### src/rtl/rpnh_pkg.sv
package rpnh_pkg;

   // defaults for the top level parameters
   localparam int COORD_FRAC_BITS_DEF  = 16;
   localparam int NORMAL_FRAC_BITS_DEF = 14;

   // field widths
   localparam int CW     = 32;  // coordinate
   localparam int DW     = 33;  // coordinate difference
   localparam int DIRW   = 18;  // ray direction
   localparam int PW     = 51;  // DW x DIRW product
   localparam int ACCW   = 68;  // product accumulator
   localparam int DENW   = 52;  // denominator and s numerator
   localparam int TNW    = 67;  // t numerator
   localparam int DISTW  = 31;  // hit distance
   localparam int NRMW   = 16;  // normal component
   localparam int RW     = 53;  // divider remainder
   localparam int QW     = 31;  // divider quotient
   localparam int ROOTW  = 34;  // square root
   localparam int SQREMW = 37;  // square root remainder
   localparam int CNTW   = 6;
   localparam int STEPW  = 4;
   localparam int LO_BITS = 17; // low part of a split 33 bit operand

   localparam int DIV_T_STEPS = 31;
   localparam int SQRT_STEPS  = ACCW / 2;

   localparam logic [DISTW-1:0] DIST_MAX = '1;

   // configuration register indexes
   localparam int CSR_IDXW = 3;
   localparam int CSR_DW   = 32;
   localparam logic [CSR_IDXW-1:0] CSR_ORIGIN_X    = 3'd0;
   localparam logic [CSR_IDXW-1:0] CSR_ORIGIN_Y    = 3'd1;
   localparam logic [CSR_IDXW-1:0] CSR_DIR_X       = 3'd2;
   localparam logic [CSR_IDXW-1:0] CSR_DIR_Y       = 3'd3;
   localparam logic [CSR_IDXW-1:0] CSR_CLOSED_MODE = 3'd4;

   // multiplier operand selects
   localparam logic [1:0] A_EX = 2'd0;
   localparam logic [1:0] A_EY = 2'd1;
   localparam logic [1:0] A_RX = 2'd2;
   localparam logic [1:0] A_RY = 2'd3;

   localparam logic [2:0] B_DIRX = 3'd0;
   localparam logic [2:0] B_DIRY = 3'd1;
   localparam logic [2:0] B_EXLO = 3'd2;
   localparam logic [2:0] B_EXHI = 3'd3;
   localparam logic [2:0] B_EYLO = 3'd4;
   localparam logic [2:0] B_EYHI = 3'd5;

   // accumulator destinations
   localparam logic [1:0] SV_NONE = 2'd0;
   localparam logic [1:0] SV_DEN  = 2'd1;
   localparam logic [1:0] SV_SN   = 2'd2;
   localparam logic [1:0] SV_TN   = 2'd3;

   localparam logic [STEPW-1:0] MSTEP_TN_END    = 4'd7;
   localparam logic [STEPW-1:0] MSTEP_LEN_START = 4'd8;

   typedef struct packed {
      logic [1:0] a_sel;
      logic [2:0] b_sel;
      logic       hi;
      logic       neg;
      logic       clr;
      logic [1:0] save;
      logic       last;
   } mul_op_type;

   // multiply program: den, sn, tn, then squared segment length
   function automatic mul_op_type mul_op(input logic [STEPW-1:0] step);
      mul_op_type op;
      op = '{A_EX, B_DIRX, 1'b0, 1'b0, 1'b0, SV_NONE, 1'b0};
      case (step)
         4'd0:  op = '{A_EY, B_DIRX, 1'b0, 1'b0, 1'b1, SV_NONE, 1'b0};
         4'd1:  op = '{A_EX, B_DIRY, 1'b0, 1'b1, 1'b0, SV_DEN,  1'b0};
         4'd2:  op = '{A_RY, B_DIRX, 1'b0, 1'b0, 1'b1, SV_NONE, 1'b0};
         4'd3:  op = '{A_RX, B_DIRY, 1'b0, 1'b1, 1'b0, SV_SN,   1'b0};
         4'd4:  op = '{A_RY, B_EXLO, 1'b0, 1'b0, 1'b1, SV_NONE, 1'b0};
         4'd5:  op = '{A_RY, B_EXHI, 1'b1, 1'b0, 1'b0, SV_NONE, 1'b0};
         4'd6:  op = '{A_RX, B_EYLO, 1'b0, 1'b1, 1'b0, SV_NONE, 1'b0};
         4'd7:  op = '{A_RX, B_EYHI, 1'b1, 1'b1, 1'b0, SV_TN,   1'b1};
         4'd8:  op = '{A_EX, B_EXLO, 1'b0, 1'b0, 1'b1, SV_NONE, 1'b0};
         4'd9:  op = '{A_EX, B_EXHI, 1'b1, 1'b0, 1'b0, SV_NONE, 1'b0};
         4'd10: op = '{A_EY, B_EYLO, 1'b0, 1'b0, 1'b0, SV_NONE, 1'b0};
         4'd11: op = '{A_EY, B_EYHI, 1'b1, 1'b0, 1'b0, SV_NONE, 1'b1};
         default: op = '{A_EX, B_DIRX, 1'b0, 1'b0, 1'b0, SV_NONE, 1'b1};
      endcase
      return op;
   endfunction

   typedef struct packed {
      logic             accept;
      logic             first_load;
      logic             close_load;
      logic             diff_load;
      logic             mul;
      logic             acc;
      logic [STEPW-1:0] step;
      logic             norm;
      logic             test;
      logic             div_step;
      logic             upd;
      logic             sqrt_load;
      logic             sqrt_step;
      logic             nset;
      logic             nzero;
      logic             nst;
      logic             comp;
      logic             emit;
   } cmd_type;

   typedef struct packed {
      logic den_zero;
      logic reject;
      logic sat;
      logic better;
      logic len_zero;
      logic closed;
   } status_type;

endpackage

### src/rtl/rpnh_ctrl.sv
module rpnh_ctrl #(
   parameter int NORMAL_FRAC_BITS = rpnh_pkg::NORMAL_FRAC_BITS_DEF
) (
   input  logic                 clock,
   input  logic                 reset,
   input  logic                 req_valid,
   input  logic                 req_last_vertex,
   output logic                 req_stall,
   input  logic                 rsp_stall,
   output logic                 rsp_valid,
   output rpnh_pkg::cmd_type    cmd,
   input  rpnh_pkg::status_type sts
);

   localparam logic [3:0] S_IDLE  = 4'd0;
   localparam logic [3:0] S_CLOSE = 4'd1;
   localparam logic [3:0] S_LOAD  = 4'd2;
   localparam logic [3:0] S_MUL   = 4'd3;
   localparam logic [3:0] S_ACC   = 4'd4;
   localparam logic [3:0] S_NORM  = 4'd5;
   localparam logic [3:0] S_TEST  = 4'd6;
   localparam logic [3:0] S_DIV   = 4'd7;
   localparam logic [3:0] S_UPD   = 4'd8;
   localparam logic [3:0] S_SQL   = 4'd9;
   localparam logic [3:0] S_SQRT  = 4'd10;
   localparam logic [3:0] S_NSET  = 4'd11;
   localparam logic [3:0] S_NDIV  = 4'd12;
   localparam logic [3:0] S_NST   = 4'd13;
   localparam logic [3:0] S_NEXT  = 4'd14;
   localparam logic [3:0] S_EMIT  = 4'd15;

   logic [3:0]                     state_ff, state_in;
   logic [rpnh_pkg::CNTW-1:0]      cnt_ff, cnt_in;
   logic [rpnh_pkg::STEPW-1:0]     step_ff, step_in;
   logic                           have_ff, have_in;
   logic                           last_ff, last_in;
   logic                           closing_ff, closing_in;
   logic                           comp_ff, comp_in;
   logic                           rsp_valid_ff, rsp_valid_in;
   rpnh_pkg::mul_op_type           op;

   assign op        = rpnh_pkg::mul_op(step_ff);
   assign req_stall = (state_ff != S_IDLE);
   assign rsp_valid = rsp_valid_ff;

   always_comb begin
      state_in     = state_ff;
      cnt_in       = cnt_ff;
      step_in      = step_ff;
      have_in      = have_ff;
      last_in      = last_ff;
      closing_in   = closing_ff;
      comp_in      = comp_ff;
      rsp_valid_in = rsp_valid_ff & rsp_stall;
      cmd          = '0;
      cmd.step     = step_ff;
      cmd.comp     = comp_ff;
      case (state_ff)
         S_IDLE: begin
            if (req_valid) begin
               cmd.accept     = 1'b1;
               cmd.first_load = !have_ff;
               have_in        = 1'b1;
               last_in        = req_last_vertex;
               closing_in     = 1'b0;
               state_in       = have_ff ? S_LOAD : S_NEXT;
            end
         end
         S_CLOSE: begin
            cmd.close_load = 1'b1;
            state_in       = S_LOAD;
         end
         S_LOAD: begin
            cmd.diff_load = 1'b1;
            step_in       = '0;
            state_in      = S_MUL;
         end
         S_MUL: begin
            cmd.mul  = 1'b1;
            state_in = S_ACC;
         end
         S_ACC: begin
            cmd.acc = 1'b1;
            if (op.last) begin
               state_in = (step_ff == rpnh_pkg::MSTEP_TN_END) ? S_NORM : S_SQL;
            end else begin
               step_in  = step_ff + rpnh_pkg::STEPW'(1);
               state_in = S_MUL;
            end
         end
         S_NORM: begin
            if (sts.den_zero) begin
               state_in = S_NEXT;
            end else begin
               cmd.norm = 1'b1;
               state_in = S_TEST;
            end
         end
         S_TEST: begin
            if (sts.reject) begin
               state_in = S_NEXT;
            end else begin
               cmd.test = 1'b1;
               cnt_in   = rpnh_pkg::CNTW'(rpnh_pkg::DIV_T_STEPS);
               state_in = sts.sat ? S_UPD : S_DIV;
            end
         end
         S_DIV: begin
            cmd.div_step = 1'b1;
            cnt_in       = cnt_ff - rpnh_pkg::CNTW'(1);
            if (cnt_ff == rpnh_pkg::CNTW'(1)) state_in = S_UPD;
         end
         S_UPD: begin
            cmd.upd = 1'b1;
            if (sts.better) begin
               step_in  = rpnh_pkg::MSTEP_LEN_START;
               state_in = S_MUL;
            end else begin
               state_in = S_NEXT;
            end
         end
         S_SQL: begin
            cmd.sqrt_load = 1'b1;
            cnt_in        = rpnh_pkg::CNTW'(rpnh_pkg::SQRT_STEPS);
            comp_in       = 1'b0;
            state_in      = S_SQRT;
         end
         S_SQRT: begin
            cmd.sqrt_step = 1'b1;
            cnt_in        = cnt_ff - rpnh_pkg::CNTW'(1);
            if (cnt_ff == rpnh_pkg::CNTW'(1)) state_in = S_NSET;
         end
         S_NSET: begin
            if (sts.len_zero) begin
               cmd.nzero = 1'b1;
               state_in  = S_NEXT;
            end else begin
               cmd.nset = 1'b1;
               cnt_in   = rpnh_pkg::CNTW'(NORMAL_FRAC_BITS);
               state_in = S_NDIV;
            end
         end
         S_NDIV: begin
            cmd.div_step = 1'b1;
            cnt_in       = cnt_ff - rpnh_pkg::CNTW'(1);
            if (cnt_ff == rpnh_pkg::CNTW'(1)) state_in = S_NST;
         end
         S_NST: begin
            cmd.nst = 1'b1;
            if (!comp_ff) begin
               comp_in  = 1'b1;
               state_in = S_NSET;
            end else begin
               state_in = S_NEXT;
            end
         end
         S_NEXT: begin
            if (last_ff && !closing_ff && sts.closed) begin
               closing_in = 1'b1;
               state_in   = S_CLOSE;
            end else if (last_ff) begin
               state_in = S_EMIT;
            end else begin
               state_in = S_IDLE;
            end
         end
         S_EMIT: begin
            if (!rsp_valid_ff || !rsp_stall) begin
               cmd.emit     = 1'b1;
               rsp_valid_in = 1'b1;
               have_in      = 1'b0;
               state_in     = S_IDLE;
            end
         end
         default: state_in = S_IDLE;
      endcase
   end

   always_ff @(posedge clock) begin
      if (reset) begin
         state_ff     <= S_IDLE;
         cnt_ff       <= '0;
         step_ff      <= '0;
         have_ff      <= 1'b0;
         last_ff      <= 1'b0;
         closing_ff   <= 1'b0;
         comp_ff      <= 1'b0;
         rsp_valid_ff <= 1'b0;
      end else begin
         state_ff     <= state_in;
         cnt_ff       <= cnt_in;
         step_ff      <= step_in;
         have_ff      <= have_in;
         last_ff      <= last_in;
         closing_ff   <= closing_in;
         comp_ff      <= comp_in;
         rsp_valid_ff <= rsp_valid_in;
      end
   end

endmodule

### src/rtl/rpnh_datapath.sv
module rpnh_datapath #(
   parameter int COORD_FRAC_BITS = rpnh_pkg::COORD_FRAC_BITS_DEF
) (
   input  logic                                 clock,
   input  logic                                 reset,
   input  logic signed [rpnh_pkg::CW-1:0]       req_vertex_x,
   input  logic signed [rpnh_pkg::CW-1:0]       req_vertex_y,
   input  logic                                 csr_wr_en,
   input  logic [rpnh_pkg::CSR_IDXW-1:0]        csr_index,
   input  logic [rpnh_pkg::CSR_DW-1:0]          csr_wdata,
   output logic                                 rsp_hit,
   output logic [rpnh_pkg::DISTW-1:0]           rsp_hit_distance,
   output logic signed [rpnh_pkg::NRMW-1:0]     rsp_normal_x,
   output logic signed [rpnh_pkg::NRMW-1:0]     rsp_normal_y,
   input  rpnh_pkg::cmd_type                    cmd,
   output rpnh_pkg::status_type                 sts
);

   localparam int CW     = rpnh_pkg::CW;
   localparam int DW     = rpnh_pkg::DW;
   localparam int DIRW   = rpnh_pkg::DIRW;
   localparam int PW     = rpnh_pkg::PW;
   localparam int ACCW   = rpnh_pkg::ACCW;
   localparam int DENW   = rpnh_pkg::DENW;
   localparam int TNW    = rpnh_pkg::TNW;
   localparam int RW     = rpnh_pkg::RW;
   localparam int QW     = rpnh_pkg::QW;
   localparam int ROOTW  = rpnh_pkg::ROOTW;
   localparam int SQREMW = rpnh_pkg::SQREMW;
   localparam int NRMW   = rpnh_pkg::NRMW;
   localparam int LOB    = rpnh_pkg::LO_BITS;
   // t numerator after the fraction shift, and its part above the quotient bits
   localparam int NUMW   = TNW - 1 + COORD_FRAC_BITS;
   localparam int HIW    = NUMW - QW;
   localparam int CMPW   = (HIW > DENW) ? HIW : DENW;

   // configuration
   logic signed [CW-1:0]   origin_x_ff, origin_y_ff;
   logic signed [DIRW-1:0] dir_x_ff, dir_y_ff;
   logic                   closed_ff;

   // polyline and segment
   logic signed [CW-1:0] prev_x_ff, prev_y_ff, first_x_ff, first_y_ff;
   logic signed [CW-1:0] ax_ff, ay_ff, bx_ff, by_ff;
   logic signed [DW-1:0] ex_ff, ey_ff, rx_ff, ry_ff;

   // multiply and accumulate
   rpnh_pkg::mul_op_type   op;
   logic signed [DW-1:0]   a_op;
   logic signed [DIRW-1:0] b_op;
   logic signed [PW-1:0]   prod_ff, prod_in;
   logic signed [ACCW-1:0] acc_ff, acc_in, prod_ext, prod_sh;

   logic signed [DENW-1:0] den_ff, sn_ff, sn_n_ff;
   logic signed [TNW-1:0]  tn_ff, tn_n_ff;
   logic [DENW-1:0]        dabs_ff;

   // shared restoring divider
   logic [RW-1:0]   rem_ff, rem_shift, rem_sub;
   logic [DENW-1:0] dden_ff;
   logic [QW-1:0]   sh_ff, q_ff;
   logic            div_ge;

   logic [NUMW-1:0] num;
   logic [HIW-1:0]  num_hi;

   // square root
   logic [ACCW-1:0]   sq_rad_ff;
   logic [SQREMW-1:0] sq_rem_ff, sq_rem_shift, sq_trial;
   logic [ROOTW-1:0]  root_ff;
   logic              sq_ge;

   // normal component
   logic [DW-1:0]        nmag;
   logic                 nneg, nq0;
   logic [NRMW-1:0]      nval;

   // nearest hit
   logic                     any_hit_ff;
   logic [rpnh_pkg::DISTW-1:0] best_dist_ff;
   logic signed [NRMW-1:0]   best_nx_ff, best_ny_ff;

   assign op = rpnh_pkg::mul_op(cmd.step);

   always_comb begin
      case (op.a_sel)
         rpnh_pkg::A_EX: a_op = ex_ff;
         rpnh_pkg::A_EY: a_op = ey_ff;
         rpnh_pkg::A_RX: a_op = rx_ff;
         default:        a_op = ry_ff;
      endcase
      case (op.b_sel)
         rpnh_pkg::B_DIRX: b_op = dir_x_ff;
         rpnh_pkg::B_DIRY: b_op = dir_y_ff;
         rpnh_pkg::B_EXLO: b_op = {{(DIRW-LOB){1'b0}}, ex_ff[LOB-1:0]};
         rpnh_pkg::B_EXHI: b_op = {{(DIRW-(DW-LOB)){ex_ff[DW-1]}}, ex_ff[DW-1:LOB]};
         rpnh_pkg::B_EYLO: b_op = {{(DIRW-LOB){1'b0}}, ey_ff[LOB-1:0]};
         default:          b_op = {{(DIRW-(DW-LOB)){ey_ff[DW-1]}}, ey_ff[DW-1:LOB]};
      endcase
   end

   assign prod_in  = a_op * b_op;
   assign prod_ext = {{(ACCW-PW){prod_ff[PW-1]}}, prod_ff};
   assign prod_sh  = op.hi ? (prod_ext <<< LOB) : prod_ext;
   assign acc_in   = (op.clr ? '0 : acc_ff) + (op.neg ? -prod_sh : prod_sh);

   // t numerator scaled to the distance fraction
   assign num    = {tn_n_ff[TNW-2:0], {COORD_FRAC_BITS{1'b0}}};
   assign num_hi = num[NUMW-1:QW];

   assign rem_shift = {rem_ff[RW-2:0], sh_ff[QW-1]};
   assign div_ge    = (rem_shift >= RW'(dden_ff));
   assign rem_sub   = rem_shift - RW'(dden_ff);

   assign sq_rem_shift = {sq_rem_ff[SQREMW-3:0], sq_rad_ff[ACCW-1:ACCW-2]};
   assign sq_trial     = SQREMW'({root_ff, 2'b01});
   assign sq_ge        = (sq_rem_shift >= sq_trial);

   // x comes from -ey, y from ex
   assign nneg  = cmd.comp ? ex_ff[DW-1] : (ey_ff != '0) && !ey_ff[DW-1];
   assign nmag  = cmd.comp ? (ex_ff[DW-1] ? DW'(-ex_ff) : DW'(ex_ff))
                           : (ey_ff[DW-1] ? DW'(-ey_ff) : DW'(ey_ff));
   assign nq0   = (ROOTW'(nmag) >= root_ff);
   assign nval  = nneg ? -q_ff[NRMW-1:0] : q_ff[NRMW-1:0];

   assign sts.den_zero = (den_ff == '0);
   assign sts.reject   = sn_n_ff[DENW-1] || ($signed({1'b0, dabs_ff}) < sn_n_ff)
                         || tn_n_ff[TNW-1];
   assign sts.sat      = (CMPW'(num_hi) >= CMPW'(dabs_ff));
   assign sts.better   = !any_hit_ff || (q_ff < best_dist_ff);
   assign sts.len_zero = (root_ff == '0);
   assign sts.closed   = closed_ff;

   // control-visible state with reset
   always_ff @(posedge clock) begin
      if (reset) begin
         origin_x_ff  <= '0;
         origin_y_ff  <= '0;
         dir_x_ff     <= DIRW'(1 << COORD_FRAC_BITS);
         dir_y_ff     <= '0;
         closed_ff    <= 1'b0;
         any_hit_ff   <= 1'b0;
         best_dist_ff <= rpnh_pkg::DIST_MAX;
         best_nx_ff   <= '0;
         best_ny_ff   <= '0;
      end else begin
         if (csr_wr_en) begin
            case (csr_index)
               rpnh_pkg::CSR_ORIGIN_X:    origin_x_ff <= csr_wdata[CW-1:0];
               rpnh_pkg::CSR_ORIGIN_Y:    origin_y_ff <= csr_wdata[CW-1:0];
               rpnh_pkg::CSR_DIR_X:       dir_x_ff    <= csr_wdata[DIRW-1:0];
               rpnh_pkg::CSR_DIR_Y:       dir_y_ff    <= csr_wdata[DIRW-1:0];
               rpnh_pkg::CSR_CLOSED_MODE: closed_ff   <= csr_wdata[0];
               default: ;
            endcase
         end
         if (cmd.upd) begin
            any_hit_ff <= 1'b1;
            if (sts.better) best_dist_ff <= q_ff;
         end
         if (cmd.nzero) begin
            best_nx_ff <= '0;
            best_ny_ff <= '0;
         end
         if (cmd.nst) begin
            if (cmd.comp) best_ny_ff <= nval;
            else          best_nx_ff <= nval;
         end
         if (cmd.emit) begin
            any_hit_ff   <= 1'b0;
            best_dist_ff <= rpnh_pkg::DIST_MAX;
            best_nx_ff   <= '0;
            best_ny_ff   <= '0;
         end
      end
   end

   // working registers
   always_ff @(posedge clock) begin
      if (cmd.accept) begin
         ax_ff     <= prev_x_ff;
         ay_ff     <= prev_y_ff;
         bx_ff     <= req_vertex_x;
         by_ff     <= req_vertex_y;
         prev_x_ff <= req_vertex_x;
         prev_y_ff <= req_vertex_y;
         if (cmd.first_load) begin
            first_x_ff <= req_vertex_x;
            first_y_ff <= req_vertex_y;
         end
      end
      if (cmd.close_load) begin
         ax_ff <= prev_x_ff;
         ay_ff <= prev_y_ff;
         bx_ff <= first_x_ff;
         by_ff <= first_y_ff;
      end
      if (cmd.diff_load) begin
         ex_ff <= DW'(bx_ff) - DW'(ax_ff);
         ey_ff <= DW'(by_ff) - DW'(ay_ff);
         rx_ff <= DW'(origin_x_ff) - DW'(ax_ff);
         ry_ff <= DW'(origin_y_ff) - DW'(ay_ff);
      end
      if (cmd.mul) prod_ff <= prod_in;
      if (cmd.acc) begin
         acc_ff <= acc_in;
         case (op.save)
            rpnh_pkg::SV_DEN: den_ff <= acc_in[DENW-1:0];
            rpnh_pkg::SV_SN:  sn_ff  <= acc_in[DENW-1:0];
            rpnh_pkg::SV_TN:  tn_ff  <= acc_in[TNW-1:0];
            default: ;
         endcase
      end
      // make the denominator positive, negating sn and tn with it
      if (cmd.norm) begin
         dabs_ff <= den_ff[DENW-1] ? DENW'(-den_ff) : DENW'(den_ff);
         sn_n_ff <= den_ff[DENW-1] ? -sn_ff : sn_ff;
         tn_n_ff <= den_ff[DENW-1] ? -tn_ff : tn_ff;
      end
      if (cmd.test) begin
         if (sts.sat) begin
            q_ff <= rpnh_pkg::DIST_MAX;
         end else begin
            q_ff    <= '0;
            rem_ff  <= RW'(num_hi);
            sh_ff   <= num[QW-1:0];
            dden_ff <= dabs_ff;
         end
      end
      if (cmd.nset) begin
         q_ff    <= QW'(nq0);
         rem_ff  <= RW'(ROOTW'(nmag) - (nq0 ? root_ff : '0));
         sh_ff   <= '0;
         dden_ff <= DENW'(root_ff);
      end
      if (cmd.div_step) begin
         rem_ff <= div_ge ? rem_sub : rem_shift;
         q_ff   <= {q_ff[QW-2:0], div_ge};
         sh_ff  <= {sh_ff[QW-2:0], 1'b0};
      end
      if (cmd.sqrt_load) begin
         sq_rad_ff <= acc_ff;
         sq_rem_ff <= '0;
         root_ff   <= '0;
      end
      if (cmd.sqrt_step) begin
         sq_rad_ff <= {sq_rad_ff[ACCW-3:0], 2'b00};
         sq_rem_ff <= sq_ge ? (sq_rem_shift - sq_trial) : sq_rem_shift;
         root_ff   <= {root_ff[ROOTW-2:0], sq_ge};
      end
      if (cmd.emit) begin
         rsp_hit          <= any_hit_ff;
         rsp_hit_distance <= best_dist_ff;
         rsp_normal_x     <= best_nx_ff;
         rsp_normal_y     <= best_ny_ff;
      end
   end

endmodule

### src/rtl/ray_polyline_nearest_hit_core.sv
// Nearest hit of a fixed 2D ray on a polyline. Vertices arrive one word at a time
// (Q16.16 by default); each vertex after the first closes a segment, and with
// closed_mode set the final vertex also closes back to the first one. On the
// word marked last_vertex one result word is produced: hit flag, nearest ray
// parameter (all ones when nothing is hit or the distance overflows) and the
// unit normal of that segment in Q2.14. Ties keep the earlier segment.
// The block works on one vertex at a time. It is built around one shared 33x18
// multiplier (up to 12 partial products per segment), one restoring divider that
// makes a quotient bit per cycle (31 bits for the distance, NORMAL_FRAC_BITS+1
// per normal component) and a square root unit making one root bit per cycle
// (34 bits). The closing segment adds its own cost to the last word, and the
// last word also loads the result register. A finished result sits in an output
// register; the next polyline may start while it waits. Configuration is
// written through csr_wr_en/csr_index/csr_wdata; the user must write it only
// while idle, which the block itself does not enforce.
module ray_polyline_nearest_hit_core #(
   parameter int COORD_FRAC_BITS  = rpnh_pkg::COORD_FRAC_BITS_DEF,
   parameter int NORMAL_FRAC_BITS = rpnh_pkg::NORMAL_FRAC_BITS_DEF
) (
   input  logic                                 clock,
   input  logic                                 reset,
   // vertex words
   input  logic                                 req_valid,
   output logic                                 req_stall,
   input  logic signed [rpnh_pkg::CW-1:0]       req_vertex_x,
   input  logic signed [rpnh_pkg::CW-1:0]       req_vertex_y,
   input  logic                                 req_last_vertex,
   // result words
   output logic                                 rsp_valid,
   input  logic                                 rsp_stall,
   output logic                                 rsp_hit,
   output logic [rpnh_pkg::DISTW-1:0]           rsp_hit_distance,
   output logic signed [rpnh_pkg::NRMW-1:0]     rsp_normal_x,
   output logic signed [rpnh_pkg::NRMW-1:0]     rsp_normal_y,
   // register writes
   input  logic                                 csr_wr_en,
   input  logic [rpnh_pkg::CSR_IDXW-1:0]        csr_index,
   input  logic [rpnh_pkg::CSR_DW-1:0]          csr_wdata
);

   rpnh_pkg::cmd_type    cmd;
   rpnh_pkg::status_type sts;

   // sequencing: segment setup, multiply program, divide, root, normal
   rpnh_ctrl #(
      .NORMAL_FRAC_BITS (NORMAL_FRAC_BITS)
   ) u_ctrl (
      .clock           (clock),
      .reset           (reset),
      .req_valid       (req_valid),
      .req_last_vertex (req_last_vertex),
      .req_stall       (req_stall),
      .rsp_stall       (rsp_stall),
      .rsp_valid       (rsp_valid),
      .cmd             (cmd),
      .sts             (sts)
   );

   // arithmetic, polyline state and result register
   rpnh_datapath #(
      .COORD_FRAC_BITS (COORD_FRAC_BITS)
   ) u_datapath (
      .clock            (clock),
      .reset            (reset),
      .req_vertex_x     (req_vertex_x),
      .req_vertex_y     (req_vertex_y),
      .csr_wr_en        (csr_wr_en),
      .csr_index        (csr_index),
      .csr_wdata        (csr_wdata),
      .rsp_hit          (rsp_hit),
      .rsp_hit_distance (rsp_hit_distance),
      .rsp_normal_x     (rsp_normal_x),
      .rsp_normal_y     (rsp_normal_y),
      .cmd              (cmd),
      .sts              (sts)
   );

endmodule

### config.mk
export PLATFORM = sky130hd
export DESIGN_NAME = ray_polyline_nearest_hit_core
export DESIGN_NICKNAME = d
export VERILOG_FILES = /design/src/rtl/rpnh_pkg.sv /design/src/rtl/rpnh_ctrl.sv /design/src/rtl/rpnh_datapath.sv /design/src/rtl/ray_polyline_nearest_hit_core.sv
export SDC_FILE = /design/constraint.sdc
export NUM_CORES = 2
export LEC_CHECK = 0
export ABC_AREA = 1
export BUFFER_PORTS_ARGS = -buffer_cell sky130_fd_sc_hd__buf_2
export CAP_MARGIN = 20
export CORE_MARGIN = 2
export CORE_UTILIZATION = 55
export DETAILED_ROUTE_END_ITERATION = 12
export HOLD_SLACK_MARGIN = 0.08
export PLACE_DENSITY = 0.72
export SYNTH_ARGS = -nofsm -noshare
export SYNTH_HDL_FRONTEND = slang
export SYNTH_HIERARCHICAL = 1
export SYNTH_SLANG_ARGS = --single-unit
### constraint.sdc
create_clock -name clock -period 10.3 [get_ports clock]
set_input_delay 0.515 -clock clock [delete_from_list [all_inputs] [get_ports clock]]
set_output_delay 0.515 -clock clock [all_outputs]
set_load 0.01 [all_outputs]
======== Yosys cells after proc, flatten, opt, wreduce, memory -nomap -nowiden ========
Memory sizes are Yosys's and may differ from the RTL's. A register that Yosys moved wholly into a read port is not among the register bits.
Index checks and enable logic that the tools add are counted.
storage, ports and cells
  memories ................................ 2
  output and inout port bits .............. 66
  word-level logic and storage cells ...... 282
  input bits .............................. 105
  ROM bits ................................ 352
  flip-flop bits (word level) ............. 1399
memories
  name             depth  bits a word  rd ports  clocked after Yosys merged registers in  wr ports  RTL line        source
  (no name shown)  16     11           1         1                                        0         rpnh_pkg.sv:75  case (step)
  (no name shown)  16     11           1         1                                        0         rpnh_pkg.sv:75
operators by class
  $add $sub $neg .......................... 17
  eq/ne operators ......................... 42
  multipliers ............................. 1
  multiplexer cells ....................... 107
  bitwise logic cells ..................... 2
  order comparisons ....................... 6
  reductions and logical operators ........ 53
operator list
  kind              count
  $mux 52           6
  $mux 68           4
  $mux 32           8
  $mux 31           8
  $mux 34           6
  $mux 67           2
  $sub 32x32->33    4
  $mux 16           7
  $mux 35           3
  $neg 52->52       2
  $mux 33           3
  $pmux 33 s3       1
  $pmux 18 s5       1
  $mux 4            20
  $add 68x68->68    1
  $neg 68->68       1
  $neg 67->67       1
  $neg 33->33       2
  $pmux 4 s16       1
  $ge 53x52->1      1
  $lt 53x52->1      1
  $ge 51x52->1      1
  $logic_not 52->1  1
  $sub 52x52->52    1
  48 further kinds  142

======== Longest topological paths before layout ========
  depth in word-level cells ............... 8
  mapped depth ............................ 41
  depth with buffers taken out ............ 41

======== Cells and area by module ========
Netlist, hierarchy kept.
modules (own cells, without submodules)
  module         instances  cells an instance  area an instance (µm²)
  rpnh_datapath  1          13004              105377.3
  rpnh_ctrl      1          248                1483.9

======== Least setup slack after synthesis ========
No wires, ideal clock.
  path kind ............................... flip-flop to flip-flop
  from .................................... register u_datapath.den_ff[0]
  to ...................................... register u_datapath.dabs_ff[0] (enable)
  required time ........................... 9596 ps
  path slack .............................. 1308 ps
  data arrival time ....................... 8289 ps
  period minus slack after synthesis ...... 8992 ps
  stages on the path, launching flop included .. 12
  buffers on the path ..................... 0
  cells stage by stage .................... edfxtp_1 > inv_1 > ha_1 > nand4_1 > nor3_1 > nand4_1 > nor2_1 > nand4_1 > nor2_1 > nand3_1 > nor3_1 > nor2_1
RTL lines
  what                      RTL line              source
  start: declaration        rpnh_datapath.sv:54   logic signed [DENW-1:0] den_ff, sn_ff, sn_n_ff;
  start signal: assignment  rpnh_datapath.sv:208  rpnh_pkg::SV_DEN: den_ff <= acc_in[DENW-1:0];
  end signal: assignment    rpnh_datapath.sv:216  dabs_ff <= den_ff[DENW-1] ? DENW'(-den_ff) : DENW'(den_ff);
  end: declaration          rpnh_datapath.sv:56   logic [DENW-1:0] dabs_ff;

==> results.md <==
- Status: completed
- Ports: 171
- Type of the worst min-delay path: primary input to register
- Synth async-reset ratio: 0
- Initial antenna violation count: 7
- Sequential-to-total area share from yosys stat: 0.370
- Die width: between 400 and 500 um
- DRT Pass-1 Iters: 9
- Detailed Place HPWL: between 300000 and 400000 um
- DRC: 0
- FF-to-FF setup slack: slightly below 800 ps
- Die Y: ~440 um
- Top post-synthesis cells by area: edfxtp_1 (33%), fa_1 (11%), nand2_1 (11%), inv_1 (7.8%), ha_1 (7.2%)
- Area grow syn2layout: 9.22%
- Slew margin rel.: 0.181
- Worst Path Arrival: roughly 10000 ps
- Hold buffers post-CTS: just over 100
- NumNets Final: approximately 15000
- Post-CTS sizing: 0
- Htree depth: 4
- Cell count after synthesis: roughly 13000
- Share of the synthesized area in the top cell type: 0.332
- Number of global-route vias before repair: between 90000 and 100k
- Final worst slack: roughly 800 ps
- Fin crit period: 9510 ps
- CTS Buf Count: about 150
- FILL cells: around 17000
- Mapped Area: roughly 0.11 mm2
- Port bufs: 170
- Final setup violation count: 0
- Core Area: just under 0.2 mm2
- First-pass GRT wire length: between 500000 and 600000 um
- Die area: slightly below 0.2 mm2
- Max_cap viols: 0
- Final WL: approximately 380000 um
- Clock sinks: ~1400
- Crit path launch type: register
- CTS tree: done
- Multi-input logic area: 0.0576 mm2
- Crit path kind: register to register
- CP peak stage delay: roughly 770 ps
- Largest area contributor in the netlist: edfxtp_1
- Hold Fails Final Rpt: 0
- Post-Route Setup TNS: 0 ps
- Core Rows: about 160
- Routed Antenna Nets: 0
- Latest clock arrival within the worst-skew pair: roughly 850 ps
- Total GRT Usage: 0.384
- Drt wl/cell: approximately 24 um
- Pre-CTS setup slack: 1090 ps
- Max Freq: 105 MHz
- Gpl congestion: roughly 1.0
- CP endpoint kind: register
- Initial core utilization: 0.554
- Number of flops mapped to enable cells by yosys: 1180
- Yosys warns: 6
- Flops & latches, synth: 1385
- Critical Path RT: between 10000 and 15000 ps
- Syn Area/Cell: roughly 8.1 um2
- Synth cell types: 59
- Largest net degree at the start of global routing: 102
- Routed vias/inst: roughly 6
- Post-CTS Setup Repair Bufs: 0
- Root buffer cell: clkbuf_16
- Critical-path top delay cell: inv_1
- Slew @ Worst Pin: roughly 1200 ps
- Slew Viols, Final: 0
- Syn nets: approximately 15000
- 1st-iter DRT viols: roughly 11000
- RSZ-0062 raised after global routing: no
- Layout cells sized above 1: 0.0469
- Period utilisation layout: 0.923
- Register Area: between 0.03 and 0.04 mm2
- Primary FF master, synth: edfxtp_1
- Vias: approximately 94000
- Final core utilization: 0.605
- CTS clock-pin slew for the worst setup and hold paths: roughly 60 ps
- Peak fanout along the critical path: 20
- Maximum buffer depth of the clock tree: 3
- GRT overflow: 0
- Clock skew: approximately 52 ps
## critical path, delay by kind of cell (launching register included)
| kind | cells | cell delay (ps) |
|---|---|---|
| AND/OR/NAND/NOR | 8 | 1850 |
| XOR/XNOR | 1 | 100 |
| AO/OA/AOI/OAI | 6 | 1390 |
| buffers and inverters | 8 | 1850 |
| adder cells (fa/ha/maj) | 7 | 3400 |
| flip-flops | 1 | 630 |
## cells in the mapped netlist (all sizes together), types with 205 or more instances
| cell type | number |
|---|---|
| o21ai | 770 |
| dfxtp | 205 |
| clkbuf | 208 |
| a21oi | 663 |
| edfxtp | 1180 |
| nand2 | 3012 |
| inv | 2259 |
| ha | 613 |
| nor2 | 1628 |
| fa | 576 |
| xor2 | 352 |
| nand3 | 647 |
## final cells by class
cell class	instances	share of cell area
tap	2526	0.0271
clock inverter	80	0.00941
sequential	1385	0.339
multi-input combinational	9276	0.493
timing repair buffer	364	0.0224
clock buffer	203	0.0359
inverter	2267	0.0730
antenna	16	0.000343
## flip-flops by register name (all words and copies together), names as in the netlist, 52 cells and up
register              flops
u_datapath/acc_ff        68
u_datapath/dabs_ff       52
u_datapath/dden_ff       52
u_datapath/den_ff        52
u_datapath/rem_ff        52
u_datapath/sn_ff         52
u_datapath/sn_n_ff       52
u_datapath/sq_rad_ff     68
u_datapath/tn_ff         67
u_datapath/tn_n_ff       67
## metal layers
| layer | vias up | wire [um] | track usage |
|---|---|---|---|
| met5 | - | 0 | 0 |
| met4 | 0 | 25800 | 0.223 |
| met3 | 1079 | 32200 | 0.0564 |
| met2 | 4889 | 175000 | 0.617 |
| met1 | 45022 | 150000 | 0.496 |
| li1 | 43246 | - | - |
## through the flow
step / instances / hold WS, ps / area (um2)
detailed placement: 15715 / 405 / 110000
global placement: 15713 / 401 / 110000
CTS: 16100 / 84.5 / 117000
finish: 16117 / 136 / 117000
floorplan: 13252 / 400 / 107000
global route: 16109 / 109 / 117000
## placed cells by master (no fill, tap or decap), types with 16 or more instances in the layout
master         instances
inv_2                 32
dfxtp_1              205
ha_1                 613
clkbuf_16            157
buf_2                170
nor4_1                68
o21a_1                37
fa_1                 576
o22ai_1               17
nor2_1              1599
nand3b_1              23
inv_1               2224
bufinv_16             17
nand3_1              640
xnor2_1              146
clkinv_2              17
nor3_1               147
clkinv_1              22
a21boi_0              18
buf_4                 89
o21bai_1              86
o21ai_1               38
o21ai_0              705
o211ai_1              30
o21ai_2               25
xor2_1               352
a21o_1                65
dlygate4sd3_1        102
edfxtp_1            1180
clkbuf_1              37
nand4_1              201
diode_2               16
a21oi_1              657
a31oi_1               65
o2111ai_1             17
nand2_1             2999
## path summary, 6_finish.rpt
path	end	cells after the start	start
setup reg to reg	u_datapath/prod_ff[47]$_DFFE_PP_	30	u_ctrl/step_ff[3]$_SDFFE_PP0N_
hold reg to reg	u_datapath/ay_ff[1]$_DFFE_PP_	0	u_datapath/prev_y_ff[1]$_DFFE_PP_
setup / recovery	u_datapath/prod_ff[47]$_DFFE_PP_	30	u_ctrl/step_ff[3]$_SDFFE_PP0N_
hold / removal	u_ctrl/rsp_valid$_SDFF_PP0_	3	rsp_stall
## kinds of logic (layout without fill, tap and decap cells)
kind of cell / count (synthesis) / after routing / synth area share
and+or+nand+nor: 5765 / 5765 / 0.221
buffers and inverters: 2591 / 2914 / 0.0926
AOI/OAI and AO/OA: 1824 / 1824 / 0.0956
DFF: 1385 / 1385 / 0.370
adders and majority gates: 1189 / 1189 / 0.180
xor gates and xnor gates: 498 / 498 / 0.0408
other: 0 / 16 / 0
Power is left out: the tool's default activity adds up to more than one toggle a clock period on the data nets, which glitch-free logic cannot reach.
